===== src/rtl/core/ale_pkg.sv =====
// ale_pkg: sizes, request and status codes for the array list engine
// no dependencies; imported by ale_mem and array_list_engine_unit
package ale_pkg;

  localparam int DEPTH      = 64;
  localparam int ITEM_WIDTH = 32;
  localparam int IDX_W      = $clog2(DEPTH);
  localparam int CNT_W      = $clog2(DEPTH + 1);
  localparam int ACT_W      = 3;
  localparam int POS_W      = 7;
  localparam int STAT_W     = 2;

  typedef logic [ITEM_WIDTH-1:0] item_t;
  typedef logic [IDX_W-1:0]      idx_t;
  typedef logic [CNT_W-1:0]      cnt_t;

  // request codes
  localparam logic [ACT_W-1:0] ACT_APPEND   = 3'd0;
  localparam logic [ACT_W-1:0] ACT_WRITE_AT = 3'd1;
  localparam logic [ACT_W-1:0] ACT_INDEX_OF = 3'd2;
  localparam logic [ACT_W-1:0] ACT_GET      = 3'd3;
  localparam logic [ACT_W-1:0] ACT_DELETE   = 3'd4;
  localparam logic [ACT_W-1:0] ACT_REMOVE   = 3'd5;

  // result status codes
  localparam logic [STAT_W-1:0] ST_OK        = 2'd0;
  localparam logic [STAT_W-1:0] ST_NOT_FOUND = 2'd1;
  localparam logic [STAT_W-1:0] ST_BAD_POS   = 2'd2;
  localparam logic [STAT_W-1:0] ST_FULL      = 2'd3;

  localparam cnt_t DEPTH_C = cnt_t'(DEPTH);

endpackage


===== src/rtl/core/ale_mem.sv =====
// ale_mem: entry store, one write port and one read port, registered read
// depends on ale_pkg for entry and index types
module ale_mem
  import ale_pkg::*;
(
  input  logic  clk,
  input  logic  we,
  input  idx_t  waddr,
  input  item_t wdata,
  input  idx_t  raddr,
  output item_t rdata
);

  item_t mem [DEPTH];

  // write port
  always_ff @(posedge clk) begin
    if (we) begin
      mem[waddr] <= wdata;
    end
  end

  // read port, registered
  always_ff @(posedge clk) begin
    rdata <= mem[raddr];
  end

endmodule


===== src/rtl/core/array_list_engine_unit.sv =====
// array_list_engine_unit: dense ordered list with append, write, search, get and delete
// depends on ale_pkg and ale_mem
//
//   channel  direction  handshake             payload
//   request  in         in_valid / in_ready   action, position, item_value
//   result   out        out_valid / out_ready status, found, found_index, read_value, length
//
// One item at a time. Append, write-at and error cases finish in S_EXEC, get reads in S_GET.
// Index-of walks at most the whole list: the scan reads one entry per cycle
// through the single read port and compares it the cycle after.
// Delete-at and remove-value then shift the later entries down, one
// read and one write per cycle. Reset clears the length and the control state only.
// A new item is taken while the last result still waits at the output register.
module array_list_engine_unit
  import ale_pkg::*;
(
  input  logic              clk,
  input  logic              rst,
  input  logic              in_valid,
  output logic              in_ready,
  input  logic [ACT_W-1:0]  action,
  input  logic [POS_W-1:0]  position,
  input  logic [31:0]       item_value,
  output logic              out_valid,
  input  logic              out_ready,
  output logic [STAT_W-1:0] status,
  output logic              found,
  output logic [5:0]        found_index,
  output logic [31:0]       read_value,
  output logic [6:0]        length
);

  typedef enum logic [5:0] {
    S_IDLE  = 6'b000001,
    S_EXEC  = 6'b000010,
    S_GET   = 6'b000100,
    S_SCAN  = 6'b001000,
    S_SHIFT = 6'b010000,
    S_DONE  = 6'b100000
  } state_t;

  state_t state, state_next;
  cnt_t   count, count_next;
  cnt_t   ri, ri_next;
  idx_t   ci, ci_next;
  logic   pend, pend_next;

  logic [ACT_W-1:0]  req_action;
  logic [POS_W-1:0]  req_pos;
  item_t             req_value;

  logic [STAT_W-1:0] res_status, res_status_next;
  logic              res_found, res_found_next;
  idx_t              res_index, res_index_next;
  item_t             res_value, res_value_next;

  logic  mem_we;
  idx_t  mem_waddr;
  item_t mem_wdata;
  idx_t  mem_raddr;
  item_t mem_rdata;
  logic  issue;
  logic  out_free;

  ale_mem u_mem (
    .clk   (clk),
    .we    (mem_we),
    .waddr (mem_waddr),
    .wdata (mem_wdata),
    .raddr (mem_raddr),
    .rdata (mem_rdata)
  );

  assign in_ready = (state == S_IDLE);
  assign out_free = !out_valid || out_ready;
  assign issue    = (ri < count);

  // request capture
  always_ff @(posedge clk) begin
    if (in_valid && in_ready) begin
      req_action <= action;
      req_pos    <= position;
      req_value  <= item_t'(item_value);
    end
  end

  // sequencer
  always_comb begin
    state_next      = state;
    count_next      = count;
    ri_next         = ri;
    ci_next         = ci;
    pend_next       = pend;
    res_status_next = res_status;
    res_found_next  = res_found;
    res_index_next  = res_index;
    res_value_next  = res_value;
    mem_we          = 1'b0;
    mem_waddr       = count[IDX_W-1:0];
    mem_wdata       = req_value;
    mem_raddr       = ri[IDX_W-1:0];

    case (state)
      S_IDLE: begin
        if (in_valid) begin
          state_next = S_EXEC;
        end
      end

      S_EXEC: begin
        res_status_next = ST_OK;
        res_found_next  = 1'b0;
        res_index_next  = '0;
        res_value_next  = '0;
        state_next      = S_DONE;
        case (req_action)
          ACT_APPEND, ACT_WRITE_AT: begin
            if (req_action == ACT_WRITE_AT && cnt_t'(req_pos) > count) begin
              res_status_next = ST_BAD_POS;
            end else if (req_action == ACT_WRITE_AT && cnt_t'(req_pos) < count) begin
              // overwrite in place
              mem_we    = 1'b1;
              mem_waddr = req_pos[IDX_W-1:0];
            end else if (count == DEPTH_C) begin
              res_status_next = ST_FULL;
            end else begin
              mem_we     = 1'b1;
              count_next = count + cnt_t'(1);
            end
          end
          ACT_INDEX_OF, ACT_REMOVE: begin
            ri_next    = '0;
            pend_next  = 1'b0;
            state_next = S_SCAN;
          end
          ACT_GET: begin
            if (cnt_t'(req_pos) >= count) begin
              res_status_next = ST_NOT_FOUND;
            end else begin
              mem_raddr  = req_pos[IDX_W-1:0];
              state_next = S_GET;
            end
          end
          ACT_DELETE: begin
            if (cnt_t'(req_pos) >= count) begin
              res_status_next = ST_NOT_FOUND;
            end else begin
              ri_next    = cnt_t'(req_pos) + cnt_t'(1);
              pend_next  = 1'b0;
              state_next = S_SHIFT;
            end
          end
          default: begin
            res_status_next = ST_BAD_POS;
          end
        endcase
      end

      S_GET: begin
        res_value_next = mem_rdata;
        state_next     = S_DONE;
      end

      // read one entry per cycle, compare the previous read
      S_SCAN: begin
        if (pend && mem_rdata == req_value) begin
          res_found_next = 1'b1;
          res_index_next = ci;
          if (req_action == ACT_REMOVE) begin
            ri_next    = cnt_t'(ci) + cnt_t'(1);
            pend_next  = 1'b0;
            state_next = S_SHIFT;
          end else begin
            state_next = S_DONE;
          end
        end else if (!issue && !pend) begin
          res_status_next = ST_NOT_FOUND;
          state_next      = S_DONE;
        end else begin
          if (issue) begin
            ri_next = ri + cnt_t'(1);
            ci_next = ri[IDX_W-1:0];
          end
          pend_next = issue;
        end
      end

      // move each later entry down by one slot
      S_SHIFT: begin
        if (pend) begin
          mem_we    = 1'b1;
          mem_waddr = ci - idx_t'(1);
          mem_wdata = mem_rdata;
        end
        if (issue) begin
          ri_next = ri + cnt_t'(1);
          ci_next = ri[IDX_W-1:0];
        end
        pend_next = issue;
        if (!issue && !pend) begin
          count_next = count - cnt_t'(1);
          state_next = S_DONE;
        end
      end

      S_DONE: begin
        if (out_free) begin
          state_next = S_IDLE;
        end
      end

      default: begin
        state_next = S_IDLE;
      end
    endcase
  end

  // control registers
  always_ff @(posedge clk) begin
    if (rst) begin
      state <= S_IDLE;
      count <= '0;
      pend  <= 1'b0;
    end else begin
      state <= state_next;
      count <= count_next;
      pend  <= pend_next;
    end
  end

  // working registers
  always_ff @(posedge clk) begin
    ri         <= ri_next;
    ci         <= ci_next;
    res_status <= res_status_next;
    res_found  <= res_found_next;
    res_index  <= res_index_next;
    res_value  <= res_value_next;
  end

  // output register
  always_ff @(posedge clk) begin
    if (rst) begin
      out_valid <= 1'b0;
    end else if (state == S_DONE && out_free) begin
      out_valid <= 1'b1;
    end else if (out_ready) begin
      out_valid <= 1'b0;
    end
  end

  always_ff @(posedge clk) begin
    if (state == S_DONE && out_free) begin
      status      <= res_status;
      found       <= res_found;
      found_index <= 6'(res_index);
      read_value  <= 32'(res_value);
      length      <= 7'(count);
    end
  end

  // checks
  a_count_bound: assert property (@(posedge clk) disable iff (rst)
    count <= DEPTH_C)
    else $error("length beyond depth");

  a_walk_bound: assert property (@(posedge clk) disable iff (rst)
    (state == S_SCAN || state == S_SHIFT) |-> ri <= count)
    else $error("walk index past length");

  a_write_state: assert property (@(posedge clk) disable iff (rst)
    mem_we |-> (state == S_EXEC || state == S_SHIFT))
    else $error("entry write outside exec or shift");

  a_accept_exec: assert property (@(posedge clk) disable iff (rst)
    (in_valid && in_ready) |=> state == S_EXEC)
    else $error("accepted item not executed");

  a_count_step: assert property (@(posedge clk) disable iff (rst)
    (state != S_EXEC && state != S_SHIFT) |=> $stable(count))
    else $error("length changed outside exec or shift");

endmodule

===== config.mk =====
export PLATFORM = sky130hd
export DESIGN_NAME = array_list_engine_unit
export DESIGN_NICKNAME = d
export VERILOG_FILES = /design/src/rtl/core/ale_pkg.sv /design/src/rtl/core/ale_mem.sv /design/src/rtl/core/array_list_engine_unit.sv
export SDC_FILE = /design/constraint.sdc
export NUM_CORES = 2
export LEC_CHECK = 0
export ABC_AREA = 1
export BUFFER_PORTS_ARGS = -buffer_cell sky130_fd_sc_hd__clkbuf_2
export CORE_UTILIZATION = 50
export DETAILED_ROUTE_END_ITERATION = 7
export MAX_ROUTING_LAYER = met4
export PLACE_DENSITY = 0.65
export SLEW_MARGIN = 20
export SYNTH_ARGS = -nofsm -noshare
export SYNTH_HDL_FRONTEND = slang
export SYNTH_SLANG_ARGS = --single-unit

===== constraint.sdc =====
create_clock -name clk -period 6.8 [get_ports clk]
set_clock_uncertainty 0.15 [all_clocks]
set_input_delay 0.34 -clock clk [delete_from_list [all_inputs] [get_ports clk]]
set_output_delay 0.34 -clock clk [all_outputs]
set_load 0.03 [all_outputs]

==> impl_metrics.py <==
metrics = {
    "sta": {
        "fin_setup_tns_ns": 0,
        "worst_slew_pin_slew_ns": 1.16,
        "final.period_utilization_pct": 81.4,
        "setup_viol": 0,
        "rsz0062_at_grt": "false",
        "final_hold_viol_count": 0,
        "finalCriticalPeriod_ns": 5.54,
        "relSlewSlack_pct": 22.7,
        "report.final.slew_viol_count": 0,
        "fin_ws_ns": 1.26,
        "fmax_mhz": 181,
    },
    "logic_synthesis": {
        "yosysUniqueCellTypes": 49,
        "yosysSeqAreaShare_pct": 68.5,
        "synth_area_leaders": "edfxtp_1 68%, nand3_1 10%, nand2_1 8.8%, inv_1 7.7%, buf_2 1.4%",
        "syn-num-nets": 9500,
        "synth_top_area_share_pct": 67.5,
        "synth_seq_cells": 2239,
        "syn_area_sq_mm": 0.0975,
        "syn_inst": 9431,
        "synth_top_area_cell": "edfxtp_1",
        "syn_area_per_cell_sq_um": 10.3,
        "synth_edf_count": 2192,
        "async_flop_share_pct": 0,
        "synth_ff_type": "edfxtp_1",
        "yosys_warnings": 0,
    },
    "die": {
        "fp.dieArea_sq_mm": 0.197,
        "initial_utilization_pct": 50.5,
        "io_pins": 96,
        "dieWidth_microns": 443,
        "rows": 161,
        "fp.coreArea_sq_mm": 0.193,
        "die_h_microns": 443,
    },
    "critical_path": {
        "crit_type": "reg2reg",
        "cp_slowest_stage_delay_ns": 1.01,
        "crit_chain": "inv_1, ha_1, nand2_1, inv_2, nand2_1, nand2_1, a21oi_4, inv_1, nor2_2, inv_1, a21oi_1, inv_1, o21ai_2, nand3_1, nor2_4, buf_4",
        "crit_slowest_cell": "nor2_4",
        "startpoint": "count[5]",
        "critical_path_required_ns": 7.22,
        "r2r-start": "count[5]",
        "crit_fanout": 23,
        "cp_common_cell": "inv_1",
        "cp.arrival_ns": 5.95,
        "cp-end-kind": "flop",
        "startpoint_type": "flop",
    },
    "run_status": {
        "status": "finished, final reports clean",
    },
    "grt": {
        "overflow": 0,
        "grt_use_met2_pct": 44.6,
        "grt_pass1_wl_mm": 414,
        "met3_usage_pct": 4.70,
        "busiest_layer": "met2",
        "track_usage_pct": 29.3,
        "met1_usage_pct": 39.2,
        "antenna_found_initial": 7,
        "grt_pass1_vias": 63281,
        "grt_start_max_net_pins": 181,
    },
    "cts": {
        "cts_root_buf": "clkbuf_16",
        "cts_buffer_depth": 3,
        "cts-resized-gates": 0,
        "cts_tree": "built",
        "cts_buffers": 222,
        "htreeDepth": 4,
        "clock_latency_ns": 0.91,
        "clk_pin_slew_worst_paths_ns": 0.07,
        "cts.sinks": 2239,
    },
    "finish": {
        "final_nets": 9589,
        "drive_gt1_share_pct": 7.38,
        "syn_to_final_growth_pct": 12.5,
    },
    "power": {
        "p_leak_nw": 46.2,
        "p_per_area_mw_per_mm2": 261,
        "ir_drop_uv": 222,
        "power_w": 0.0286,
    },
    "drt": {
        "avgRoutedWirePerCell_microns": 23.0,
        "drc": 0,
        "drt_wl_total_mm": 282,
        "vias": 67109,
        "drtIter0Drc": 8827,
        "avgViaCountPerCell": 5.48,
        "drtPass1Iterations": 6,
        "ant_nets": 0,
    },
    "hold_path": {
        "hp-class": "in2reg",
        "hp-start": "item_value[12]",
    },
    "placed_design": {
        "dp_hpwl_mm": 163,
        "gp_congestion": 0.957,
        "place_ws_ns": 1.35,
        "port_buffers": 95,
    },
    "flow_run": {
        "cap_viol_max_count": 0,
    },
}
==> kinds of logic (layout without fill, tap and decap cells) <==
kind of cell             count (synthesis)  after routing  synth area share, %
other                                    0              2                    0
XOR/XNOR                                23             23                0.207
AO/OA/AOI/OAI                          126            126                0.755
adder cells (fa/ha/maj)                 23             23                0.303
AND/OR/NAND/NOR                       4540           4540                 20.3
flip-flops                            2239           2239                 68.5
buffers and inverters                 2480           2759                 9.91
==> layout make-up <==
cell class              count  area (sq um)
clock inverters           125          1430
fillers                 15951         83300
multi-input cells        4712         22000
clock buffers             289          5860
well taps                2526          3160
diodes                      2          5.00
repair buffers            330          2860
flip-flops and latches   2239         66800
inverters                2015          7580
==> final timing paths <==
check	to	slack [ns]	cells past startpoint
max	u_mem.mem[9][20]	1.26	16
min	req_value[12]	0.04	2
max reg2reg	u_mem.mem[9][20]	1.26	16
min reg2reg	read_value[11]	0.27	0
==> worst max-delay path: cells and delay by family (launching register included) <==
family / cells / cell delay [ns]
adders and majority gates: 1 / 0.32
DFF: 1 / 0.45
buffers and inverters: 6 / 0.86
and+or+nand+nor: 6 / 2.49
AOI/OAI and AO/OA: 3 / 0.94
==> cell usage after synthesis (all sizes together), types with 6 or more instances <==
cell type  count
nor4           6
buf          321
ha            22
nor3          12
edfxtp      2192
nand4         26
inv         2015
o211ai         6
o21ai         72
a21oi         31
xor2          11
nand2       2295
clkbuf       144
dfxtp         47
nor2         160
nand3       2024
xnor2         12
or2           11
==> state kept, by name, summed over array words and instances (netlist names), 7 cells and up <==
name and cells:
u_mem.rdata 32, read_value 32, count 7, req_pos 7
req_value 32, ri 7, length 7, u_mem.mem 2048
res_value 32
==> per-stage QoR <==
stage	cell area, sq um	std cells	utilization [%]	hold WS (ns)
final	110000	12238	56.8	0.0416
after global routing	110000	12237	56.8	0.0153
after detailed placement	102000	11749	52.6	0.255
after global placement	101000	11748	52.6	0.253
after CTS	109000	12228	56.7	0.000422
after floorplan	97500	9431	-	0.250
==> power by group <==
group	switching (W)	total, W	leakage, nW	internal, W
logic	0.000771	0.000957	22.5	0.000185
clock network	0.00540	0.0123	3.52	0.00688
registers	0.0000539	0.0153	20.2	0.0153
==> cell usage in the layout, fill, tap and decap left out, drive strengths merged <==
master	netlist	routed
edfxtp	2192	2192
inv	2015	2019
nand2	2295	2295
o32ai	1	1
clkinvlp	0	8
clkbuf	144	384
dfxtp	47	47
o21ai	72	72
diode	0	2
and3	1	1
o22ai	3	3
a2bb2oi	1	1
o211ai	6	6
nor4b	1	1
o311ai	1	1
and2	1	1
nor3	12	12
nor2	160	160
nor4	6	6
ha	22	22
a21oi	31	31
nand4	26	26
nand3b	2	2
o221ai	2	2
clkinv	0	93
nand2b	1	1
bufinv	0	20
o31ai	3	3
xor2	11	11
or2	11	11
dlygate4sd3	0	65
nand3	2024	2024
fa	1	1
a211oi	1	1
o2111ai	3	3
o21a	2	2
buf	321	170
xnor2	12	12
==> repair_timing <==
action,4_1_cts,5_1_grt
hold endpoints to repair,65,0
buffers inserted,0,0
hold buffers,65,0
==> layer usage <==
metal | up-vias | wire length [microns]
met2 | 3215 | 130000
met1 | 32542 | 114000
met3 | 556 | 25500
li1 | 30796 | -
met4 | 0 | 12900
met5 | - | 0
No activity file was read; power rests on OpenSTA's default activity.
